==> src/cfur_pkg.sv <==
// ----------------------------------------------------------------------------
// cfur_pkg
// Shared codes, constants and the CRC-16 byte update for the framed receiver.
// ----------------------------------------------------------------------------
package cfur_pkg;

   typedef enum logic [1:0] {
      CMD_BYTE   = 2'd0,
      CMD_TICK   = 2'd1,
      CMD_REARM  = 2'd2,
      CMD_HOLD   = 2'd3
   } command_type;

   localparam int          CSR_ADDR_W     = 3;
   localparam int          CSR_DATA_W     = 32;
   localparam logic        REG_GAP_LIMIT  = 1'b0;
   localparam logic [7:0]  GAP_LIMIT_INIT = 8'd4;
   localparam logic [7:0]  GAP_MAX        = 8'hff;
   localparam logic [15:0] CRC_INIT       = 16'hffff;
   localparam logic [15:0] CRC_POLY       = 16'ha001;
   localparam logic [8:0]  HDR_LEN        = 9'd4;

   function automatic logic [15:0] crc16_feed(input logic [15:0] crc_i,
                                              input logic [7:0]  data_i);
      logic [15:0] c;
      c = crc_i ^ {8'h00, data_i};
      for (int k = 0; k < 8; k++) begin
         c = c[0] ? ((c >> 1) ^ CRC_POLY) : (c >> 1);
      end
      return c;
   endfunction

endpackage

==> src/cfur_csr.sv <==
// ----------------------------------------------------------------------------
// cfur_csr
// Register-bus slave holding the inter-byte gap limit.
// ----------------------------------------------------------------------------
module cfur_csr (
   input  logic                              clock,
   input  logic                              reset,
   input  logic                              psel,
   input  logic                              penable,
   input  logic                              pwrite,
   input  logic [cfur_pkg::CSR_ADDR_W-1:0]   paddr,
   input  logic [cfur_pkg::CSR_DATA_W-1:0]   pwdata,
   output logic [cfur_pkg::CSR_DATA_W-1:0]   prdata,
   output logic                              pready,
   output logic [7:0]                        gap_limit
);

   logic [7:0] gap_limit_ff;
   logic [7:0] gap_limit_in;
   logic       wr_hit;

   assign pready = 1'b1;
   assign wr_hit = psel && penable && pwrite && (paddr[2] == cfur_pkg::REG_GAP_LIMIT);
   assign gap_limit_in = wr_hit ? pwdata[7:0] : gap_limit_ff;

   always_ff @(posedge clock) begin
      if (reset) begin
         gap_limit_ff <= cfur_pkg::GAP_LIMIT_INIT;
      end else begin
         gap_limit_ff <= gap_limit_in;
      end
   end

   always_comb begin
      prdata = '0;
      if (paddr[2] == cfur_pkg::REG_GAP_LIMIT) begin
         prdata = {{(cfur_pkg::CSR_DATA_W-8){1'b0}}, gap_limit_ff};
      end
   end

   assign gap_limit = gap_limit_ff;

endmodule

==> src/crc16_framed_uart_receiver_top.sv <==
// ----------------------------------------------------------------------------
// crc16_framed_uart_receiver_top
// Length-framed packet receiver with CRC-16 check and frame-buffer writes.
// ----------------------------------------------------------------------------
// Takes one beat per clock unless a stalled result blocks input: the frame
// state, position counter, gap counter and CRC-16 (one byte per cycle, eight
// unrolled bit steps) update at the accepting edge and the registered result
// appears on the rsp side in the next cycle. A result waiting in the output
// register does not block input while rsp_tready is high.
// ----------------------------------------------------------------------------
module crc16_framed_uart_receiver_top #(
   parameter int RX_BUF_DEPTH = 64,
   localparam int IDX_W       = $clog2(RX_BUF_DEPTH),
   localparam int RSP_W       = 12 + IDX_W,
   localparam int RSP_TDATA_W = ((RSP_W + 7) / 8) * 8
) (
   input  logic                              clock,
   input  logic                              reset,
   input  logic                              req_tvalid,
   output logic                              req_tready,
   input  logic [7:0]                        req_tdata,   // rx_byte
   input  logic [1:0]                        req_tuser,   // command
   output logic                              rsp_tvalid,
   input  logic                              rsp_tready,
   // status[2:0], write_valid, write_index, stored_byte, zero pad
   output logic [RSP_TDATA_W-1:0]            rsp_tdata,
   input  logic                              csr_psel,
   input  logic                              csr_penable,
   input  logic                              csr_pwrite,
   input  logic [cfur_pkg::CSR_ADDR_W-1:0]   csr_paddr,
   input  logic [cfur_pkg::CSR_DATA_W-1:0]   csr_pwdata,
   output logic [cfur_pkg::CSR_DATA_W-1:0]   csr_prdata,
   output logic                              csr_pready
);

   typedef enum logic [2:0] {
      ST_HUNT = 3'd0,
      ST_DATA = 3'd1,
      ST_CRCL = 3'd2,
      ST_CRCH = 3'd3,
      ST_GOOD = 3'd4,
      ST_ERR  = 3'd5,
      ST_HOLD = 3'd6,
      ST_UNUSED = 3'd7
   } rx_state_type;

   localparam logic [IDX_W-1:0] LAST_POS = IDX_W'(RX_BUF_DEPTH - 1);

   logic [7:0]       gap_limit;
   rx_state_type     state_ff, state_in;
   logic [IDX_W-1:0] count_ff, count_in;
   logic [7:0]       gap_ff, gap_in;
   logic [15:0]      crc_ff, crc_in;
   logic [7:0]       flen_ff, flen_in;

   logic             rsp_valid_ff;
   rx_state_type     out_status_ff;
   logic             out_wvalid_ff, out_wvalid_in;
   logic [IDX_W-1:0] out_index_ff, out_index_in;
   logic [7:0]       out_byte_ff, out_byte_in;

   cfur_pkg::command_type cmd;
   logic             accept;
   logic [IDX_W-1:0] pos;
   logic [IDX_W-1:0] count_inc;
   logic [7:0]       flen_eff;
   logic [7:0]       rx_byte;

   cfur_csr u_csr (
      .clock     (clock),
      .reset     (reset),
      .psel      (csr_psel),
      .penable   (csr_penable),
      .pwrite    (csr_pwrite),
      .paddr     (csr_paddr),
      .pwdata    (csr_pwdata),
      .prdata    (csr_prdata),
      .pready    (csr_pready),
      .gap_limit (gap_limit)
   );

   assign cmd        = cfur_pkg::command_type'(req_tuser);
   assign rx_byte    = req_tdata;
   assign req_tready = !rsp_valid_ff || rsp_tready;
   assign accept     = req_tvalid && req_tready;

   assign pos       = (gap_ff > gap_limit) ? '0 : count_ff;
   assign count_inc = (pos == LAST_POS) ? '0 : pos + 1'b1;
   assign flen_eff  = (pos == IDX_W'(3)) ? rx_byte : flen_ff;

   always_comb begin
      state_in      = state_ff;
      count_in      = count_ff;
      gap_in        = gap_ff;
      crc_in        = crc_ff;
      flen_in       = flen_ff;
      out_wvalid_in = 1'b0;
      out_index_in  = '0;
      out_byte_in   = '0;
      unique case (cmd)
         cfur_pkg::CMD_TICK: begin
            if (gap_ff != cfur_pkg::GAP_MAX) begin
               gap_in = gap_ff + 8'd1;
            end
         end
         cfur_pkg::CMD_REARM: begin
            state_in = ST_HUNT;
            count_in = '0;
         end
         cfur_pkg::CMD_HOLD: begin
            state_in = ST_HOLD;
         end
         default: begin
            if (state_ff != ST_HOLD) begin
               gap_in        = '0;
               count_in      = count_inc;
               out_wvalid_in = 1'b1;
               out_index_in  = pos;
               out_byte_in   = rx_byte;
               if (pos == IDX_W'(3)) begin
                  flen_in = rx_byte;
               end
               unique case (state_ff)
                  ST_HUNT: begin
                     if (count_inc == IDX_W'(1)) begin
                        crc_in = cfur_pkg::crc16_feed(cfur_pkg::CRC_INIT, rx_byte);
                     end else if (count_inc == IDX_W'(2)) begin
                        crc_in = cfur_pkg::crc16_feed(crc_ff, rx_byte);
                     end else if (count_inc == IDX_W'(3)) begin
                        state_in = ST_DATA;
                        crc_in   = cfur_pkg::crc16_feed(crc_ff, rx_byte);
                     end else begin
                        count_in     = IDX_W'(1);
                        out_index_in = '0;
                        flen_in      = flen_ff;
                        crc_in = cfur_pkg::crc16_feed(cfur_pkg::CRC_INIT, rx_byte);
                     end
                  end
                  ST_DATA: begin
                     if ({1'b0, 8'(count_inc)} == ({1'b0, flen_eff} + cfur_pkg::HDR_LEN))
                     begin
                        state_in = ST_CRCL;
                     end
                     crc_in = cfur_pkg::crc16_feed(crc_ff, rx_byte);
                  end
                  ST_CRCL: begin
                     state_in = (crc_ff[7:0] == rx_byte) ? ST_CRCH : ST_ERR;
                  end
                  ST_CRCH: begin
                     crc_in   = {8'h00, crc_ff[15:8]};
                     state_in = (crc_ff[15:8] == rx_byte) ? ST_GOOD : ST_ERR;
                  end
                  ST_GOOD: begin
                  end
                  default: begin
                     state_in = ST_HUNT;
                     count_in = '0;
                  end
               endcase
            end
         end
      endcase
   end

   always_ff @(posedge clock) begin
      if (reset) begin
         state_ff     <= ST_HUNT;
         count_ff     <= '0;
         gap_ff       <= '0;
         crc_ff       <= cfur_pkg::CRC_INIT;
         flen_ff      <= '0;
         rsp_valid_ff <= 1'b0;
      end else begin
         if (accept) begin
            state_ff      <= state_in;
            count_ff      <= count_in;
            gap_ff        <= gap_in;
            crc_ff        <= crc_in;
            flen_ff       <= flen_in;
            rsp_valid_ff  <= 1'b1;
            out_status_ff <= state_in;
            out_wvalid_ff <= out_wvalid_in;
            out_index_ff  <= out_index_in;
            out_byte_ff   <= out_byte_in;
         end else if (rsp_tready) begin
            rsp_valid_ff <= 1'b0;
         end
      end
   end

   assign rsp_tvalid = rsp_valid_ff;
   assign rsp_tdata  = RSP_TDATA_W'({out_byte_ff, out_index_ff, out_wvalid_ff,
                                     out_status_ff});

   // result always follows an accepted beat
   a_accept_gives_rsp: assert property (@(posedge clock) disable iff (reset)
      accept |=> rsp_tvalid)
      else $error("accepted beat produced no result");

   // a stalled result must not be overwritten
   a_no_overrun: assert property (@(posedge clock) disable iff (reset)
      (rsp_valid_ff && !rsp_tready) |-> !req_tready)
      else $error("input taken while result stalled");

   // hold command lands in hold state
   a_hold_status: assert property (@(posedge clock) disable iff (reset)
      (accept && cmd == cfur_pkg::CMD_HOLD) |=> (out_status_ff == ST_HOLD))
      else $error("hold command did not report hold");

   // ticks never decrease the gap counter
   a_tick_monotonic: assert property (@(posedge clock) disable iff (reset)
      (accept && cmd == cfur_pkg::CMD_TICK) |=> (gap_ff >= $past(gap_ff)))
      else $error("gap counter decreased on tick");

   // buffer writes stay inside the buffer
   a_index_range: assert property (@(posedge clock) disable iff (reset)
      (rsp_valid_ff && out_wvalid_ff) |-> (out_index_ff <= LAST_POS))
      else $error("write index beyond buffer");

endmodule
==> config.mk <==
export PLATFORM = sky130hd
export DESIGN_NAME = crc16_framed_uart_receiver_top
export DESIGN_NICKNAME = d
export VERILOG_FILES = /design/src/cfur_pkg.sv /design/src/cfur_csr.sv /design/src/crc16_framed_uart_receiver_top.sv
export SDC_FILE = /design/constraint.sdc
export NUM_CORES = 1
export LEC_CHECK = 0
export BUFFER_PORTS_ARGS = -buffer_cell sky130_fd_sc_hd__buf_2
export CAP_MARGIN = 20
export CORE_MARGIN = 1
export CORE_UTILIZATION = 46
export CTS_CLUSTER_SIZE = 8
export DETAILED_ROUTE_END_ITERATION = 8
export PLACE_DENSITY_LB_ADDON = 0.12
export SLEW_MARGIN = 0
export SYNTH_ARGS = -nofsm -noshare
export SYNTH_HDL_FRONTEND = slang
export SYNTH_SLANG_ARGS = --single-unit
==> constraint.sdc <==
create_clock -name clock -period 6.6 [get_ports clock]
set_input_delay 1.32 -clock clock [delete_from_list [all_inputs] [get_ports clock]]
set_output_delay 1.32 -clock clock [all_outputs]
set_load 0.005 [all_outputs]
Word-level counts from Yosys, hierarchy flattened
Cells that the tools add are included.
Widths: inputs -> output; s select.

cells by class
  $add $sub $neg = 3
  magnitude comparators = 1
  eq/ne operators = 19
  mux-type cells = 53
  bitwise logic cells = 24
  reductions and logical operators = 21

operators by type and width
  kind                 count
  $mux 16              19
  $mux 8               8
  $mux 6               10
  $not 2->3            16
  $pmux 16 s3          1
  $pmux 6 s2           2
  $eq 6x2->1 const B   3
  $mux 3               6
  $eq 8x8->1           2
  $not 8->16           1
  $pmux 8 s2           1
  $xor 16x8->16        1
  $pmux 3 s5           1
  $reduce_and 4->1     3
  $add 8x3->9 const B  1
  $eq 6x9->1           1
  $pmux 3 s3           1
  $add 8x1->8 const B  1
  $gt 8x8->1           1
  $ne 8x8->1 const B   1
  $reduce_or 4->1      2
  $add 6x1->6 const B  1
  $eq 3x2->1 const B   2
  $eq 6x1->1 const B   1
  other kinds (20)     35

storage, ports and cells
  register bits after elaboration = 68
  bits of input ports = 52
  output and inout port bits = 59
  logic and storage cells = 132

Depth between registers and ports, before layout
  depth in word-level cells = 21
  mapped depth = 25
  depth with buffers taken out = 23

Hierarchy
A second synthesis with hierarchy kept.

unflattened totals
  cells, all modules = 546
  area, all modules = 4690.7 sq um

modules (own cells, without submodules)
  module                          instances  cells an instance  area an instance (sq um)
  crc16_framed_uart_receiver_top  1          476                4065.1
  cfur_csr                        1          70                 625.6

Least setup slack after synthesis
OpenSTA, ideal clock, no wires.

  kind = register -> register
  start = register u_csr.gap_limit_ff[7], in the netlist u_csr.gap_limit[7]
  end = register state_ff[1]
  library setup time = 0.086 ns
  arrival time = 4.955 ns
  data required time = 6.514 ns
  slack = 1.559 ns
  cell stages (with the launch flop) = 25
  path buffers = 2
  period minus slack after synthesis = 5.041 ns
  cells stage by stage = dfxtp_1 inv_1 ha_1 nand4_4 or2_4 and2_4 buf_6 nor2_1 nand2_1 inv_1 ha_1 clkbuf_1 inv_1 nor3b_1 a21boi_0 nor2_1 o21ai_0 ha_1 nand4_1 a21oi_1 o21ai_0 a32oi_1 nand4bb_1 or4_1 a221oi_2

on the way
  cells in the longest elaborated chain, start to end = 11
  elaborated cells on any way between the ends = 19

RTL lines
  element                                              line                                   RTL
  from (decl)                                          cfur_csr.sv:18                         logic [7:0] gap_limit_ff;
  from (signal assigned)                               cfur_csr.sv:28                         gap_limit_ff <= cfur_pkg::GAP_LIMIT_INIT;
  from (signal assigned)                               cfur_csr.sv:30                         gap_limit_ff <= gap_limit_in;
  $gt 8x8->1 (*)                                       crc16_framed_uart_receiver_top.sv:87   assign pos = (gap_ff > gap_limit) ? '0 : count_ff;
  $mux 6 (*)                                           crc16_framed_uart_receiver_top.sv:87
  branches (longest 6 deep; another with $add 8x3->9)  n/a
  $pmux 3 s5 (*)                                       crc16_framed_uart_receiver_top.sv:123  unique case (state_ff)
  $mux 3 (*)                                           crc16_framed_uart_receiver_top.sv:114  if (state_ff != ST_HOLD) begin
  $pmux 3 s3 (*)                                       crc16_framed_uart_receiver_top.sv:100  unique case (cmd)
  to (signal assigned)                                 crc16_framed_uart_receiver_top.sv:175  state_ff <= state_in;
  to (decl)                                            crc16_framed_uart_receiver_top.sv:50   rx_state_type state_ff, state_in;

Mark *: on every way between the ends.
A chain may end at the register's enable or synchronous reset.

Final worst setup path
  start = register gap_ff[0]
  end = register state_ff[1]

on the way
  cells in the longest elaborated chain, start to end = 11
  elaborated cells on any way between the ends = 19

RTL lines
  element                                              line                                   RTL
  from (decl)                                          crc16_framed_uart_receiver_top.sv:52   logic [7:0] gap_ff, gap_in;
  from (signal assigned)                               crc16_framed_uart_receiver_top.sv:177  gap_ff <= gap_in;
  $gt 8x8->1 (*)                                       crc16_framed_uart_receiver_top.sv:87
  $mux 6 (*)                                           crc16_framed_uart_receiver_top.sv:87
  branches (longest 6 deep; another with $add 8x3->9)  n/a
  $pmux 3 s5 (*)                                       crc16_framed_uart_receiver_top.sv:123
  $mux 3 (*)                                           crc16_framed_uart_receiver_top.sv:114
  $pmux 3 s3 (*)                                       crc16_framed_uart_receiver_top.sv:100

Marks and branches as above.

==> key figures <==
Clocking
  • Root buf cell: clkbuf_8
  • Clock sink total: 68
  • Post-CTS setup buffer count: 0
  • Clock buffer depth: 2
  • Clk_lat worst skew: 350 ps
  • CTS tree: built
  • Cts bufs inserted: 9
  • Number of hold buffers added after cts: 0
  • Clk slew on worst S/H paths: 70 ps
  • Post-CTS sizing: 0
  • H-tree depth: 3

Drt
  • Drt pass-1 iters: 5
  • Via count: 4263
  • Vias per cell: 5.59
  • Final wirelength: 12100 µm
  • ANT nets after route: 0
  • Avg WL per Cell: 15.9 µm
  • Detailed Route Iter0 Violations: 252
  • DR DRC count: 0

Logic synthesis
  • Yosys reg bits: 68
  • Synth warnings: 0
  • Post-synth top cells: 62 x nor2_1, 52 x nand2_1, 50 x dfxtp_1, 42 x a21oi_1, 33 x buf_4
  • Sequential share of the synthesized area: 0.320
  • Most common cell in the synthesized netlist: nor2_1
  • Post-synth cell types: 71
  • Synth async-reset ratio: 0
  • Largest area contributor in the netlist: dfxtp_1
  • Yosys top cell area share: 0.208
  • Synth Area per Inst: 8.16 µm²
  • Post-Syn Area: 4820 µm²
  • Post-synth EDFFs: 18
  • Ys flop type: dfxtp_1
  • Cell count after synthesis: 591
  • Top cells by area, synth: dfxtp_1 21%, edfxtp_1 11%, ha_1 5.7%, buf_4 5.1%, xnor2_1 4.9%

Setup path
  • CP arrival: 6110 ps
  • Critical path cell sequence: inv_1 -> ha_1 -> nand4_1 -> or2_4 -> and2_4 -> nor2_1 -> nand2_1 -> inv_1 -> ha_1 -> inv_1 -> nor3b_1 -> a21boi_0 -> nor2_1 -> o21ai_0 -> ha_1 -> nand4_1 -> a21oi_1 -> o21ai_0 -> a32oi_1 -> nand4bb_1 -> or4_1 -> a221oi_2
  • Crit path kind: register to register
  • Critical Path Sink Type: register
  • Worst setup endpoint: state_ff[1]
  • R2R setup slack: 750 ps
  • Max FO, Critical Path: 10
  • Critical Path Source Type: register
  • Worst R2R Path Depth: 22
  • CP peak stage delay: 600 ps
  • Worst path slowest cell: or4_1
  • R2r endpoint: state_ff[1]
  • RR Startpoint: gap_ff[0]
  • WP data required: 6860 ps
  • Critical path startpoint: gap_ff[0]

Timing
  • Worst rel slew slack: 0.389
  • Final worst-path cycle share: 0.886
  • Max-slew violations: 0
  • Max Clock Freq: 171 MHz
  • Skew final: 10.4 ps
  • Setup TNS: 0 ps
  • RSZ-0062 raised after global routing: false
  • Setup violations, final: 0
  • Final min period: 5850 ps
  • Worst-Margin Slew: 915 ps
  • Fin. Hold Viols: 0

Pwr
  • VDD IR max: 0.115 mV
  • Power Density: 182 nW/µm²
  • P_leak: 2.16 nW

Placement
  • Post-DP HPWL: 8870 µm
  • Port buffer count: 53
  • Placer Congestion: 0.900

Cells and area
  • Area Growth Syn to Fin: 7.99%
  • Diode count: 0
  • Fraction of final layout cells sized beyond drive strength 1: 0.144
  • Post-layout util: 0.509
  • Nets: 696

GRT
  • Pin count of the biggest net entering global routing: 48
  • Number of global-route vias before repair: 3829
  • GR Overflow Total: 0
  • Antenna violations before repair: 0
  • GRT Overall Usage: 0.227
  • First-pass GRT wire length: 19600 µm

Worst hold path
  • Min-delay worst type: register to register

Die
  • Initial Utilization: 0.471
  • I/O pin count: 111
  • Core Area: 10200 µm²
  • Die width: 104 µm
  • Die area: 10900 µm²
  • Die height: 104 µm
  • Num rows: 37

Flow run
  • Max-cap violations: 0

Run status
  • Outcome: finished clean
-- metrics by stage --
stage / total power, W / cell area [µm²] / cells / hold WS [ps] / setup WS, ps
global route: 0.000990 / 5210 / 763 / 479 / 366
global placement: 0.000607 / 5010 / 747 / 445 / 968
finish: 0.000947 / 5210 / 763 / 457 / 754
CTS: 0.000952 / 5210 / 763 / 460 / 820
floorplan: 0.000581 / 4930 / 620 / 436 / 1560
detailed placement: 0.000609 / 5010 / 747 / 449 / 869
-- worst min path at each step --
stage	end	cells after the start	from
after detailed placement	u_csr.gap_limit[1]	2	u_csr.gap_limit[1]
after global routing	u_csr.gap_limit[3]	2	u_csr.gap_limit[3]
after floorplan	u_csr.gap_limit[1]	2	u_csr.gap_limit[1]
after CTS	u_csr.gap_limit[1]	2	u_csr.gap_limit[1]
final	u_csr.gap_limit[1]	2	u_csr.gap_limit[1]
after global placement	u_csr.gap_limit[7]	2	u_csr.gap_limit[7]
-- metal layers --
metal,vias up,share of wire,GRT usage
met5,-,0,0
li1,2087,-,-
met3,25,0.061,0.0301
met4,0,0.020,0.0898
met1,1984,0.46,0.309
met2,167,0.46,0.364
-- final cells by class --
class	instances	area, µm²
well taps	136	170
multi-input cells	462	2910
fillers	1002	5020
clock inverters	5	52.6
repair buffers	58	303
flip-flops and latches	68	1540
clock buffers	11	141
inverters	23	86.3
-- cell families after synthesis --
group | count (synthesis) | synth area share
flops | 68 | 0.320
compound gates | 136 | 0.194
simple gates | 218 | 0.224
xor+xnor | 49 | 0.0918
fa+ha+maj | 22 | 0.0571
other cells | 2 | 0.00156
mux | 6 | 0.0127
buf+inv | 90 | 0.0988
-- placed cells by master (no fill, tap or decap), types with 3 or more instances in the layout --
master	n
dfxtp_1	50
inv_1	23
a211o_1	4
buf_4	5
nand3_1	17
o21bai_1	13
and3_1	9
nand4_1	6
nor2b_1	8
o211a_1	3
conb_1	31
and2_1	9
xnor2_1	27
a211oi_1	3
or4_1	4
buf_2	53
nor4_1	4
nor3_1	26
a21oi_1	42
xor2_1	21
ha_1	22
o21ai_0	17
nand2b_1	4
o211ai_1	3
clkbuf_8	10
clkinv_2	3
o31ai_1	8
nand2_1	52
a221oi_1	4
edfxtp_1	18
nor2_1	62
a31oi_1	4
a31o_2	4
mux2i_1	5
a32oi_1	3
-- report_power, final --
group / internal, W / leakage [nW] / total [W] / switching (W)
clock: 0.000183 / 0.0991 / 0.000345 / 0.000162
combinational: 0.0000584 / 1.48 / 0.000153 / 0.0000945
sequential: 0.000440 / 0.579 / 0.000449 / 0.00000967
total: 0.000681 / 2.16 / 0.000947 / 0.000266
-- registers in the layout (all words and copies together) (netlist names) --
register         flops
crc_ff              16
flen_ff              8
gap_ff               8
out_byte_ff          8
u_csr.gap_limit      8
count_ff             6
out_index_ff         6
out_status_ff        3
state_ff             3
out_wvalid_ff        1
rsp_tvalid           1
-- worst max-delay path: cells and delay by family, from the launching register on --
kind | cells | cell delay [ps]
adder cells (fa/ha/maj) | 3 | 790
AO/OA/AOI/OAI | 6 | 1420
AND/OR/NAND/NOR | 10 | 2810
buffers and inverters | 3 | 310
flip-flops | 1 | 420
Note: power is estimated with default switching activity, not from simulation.
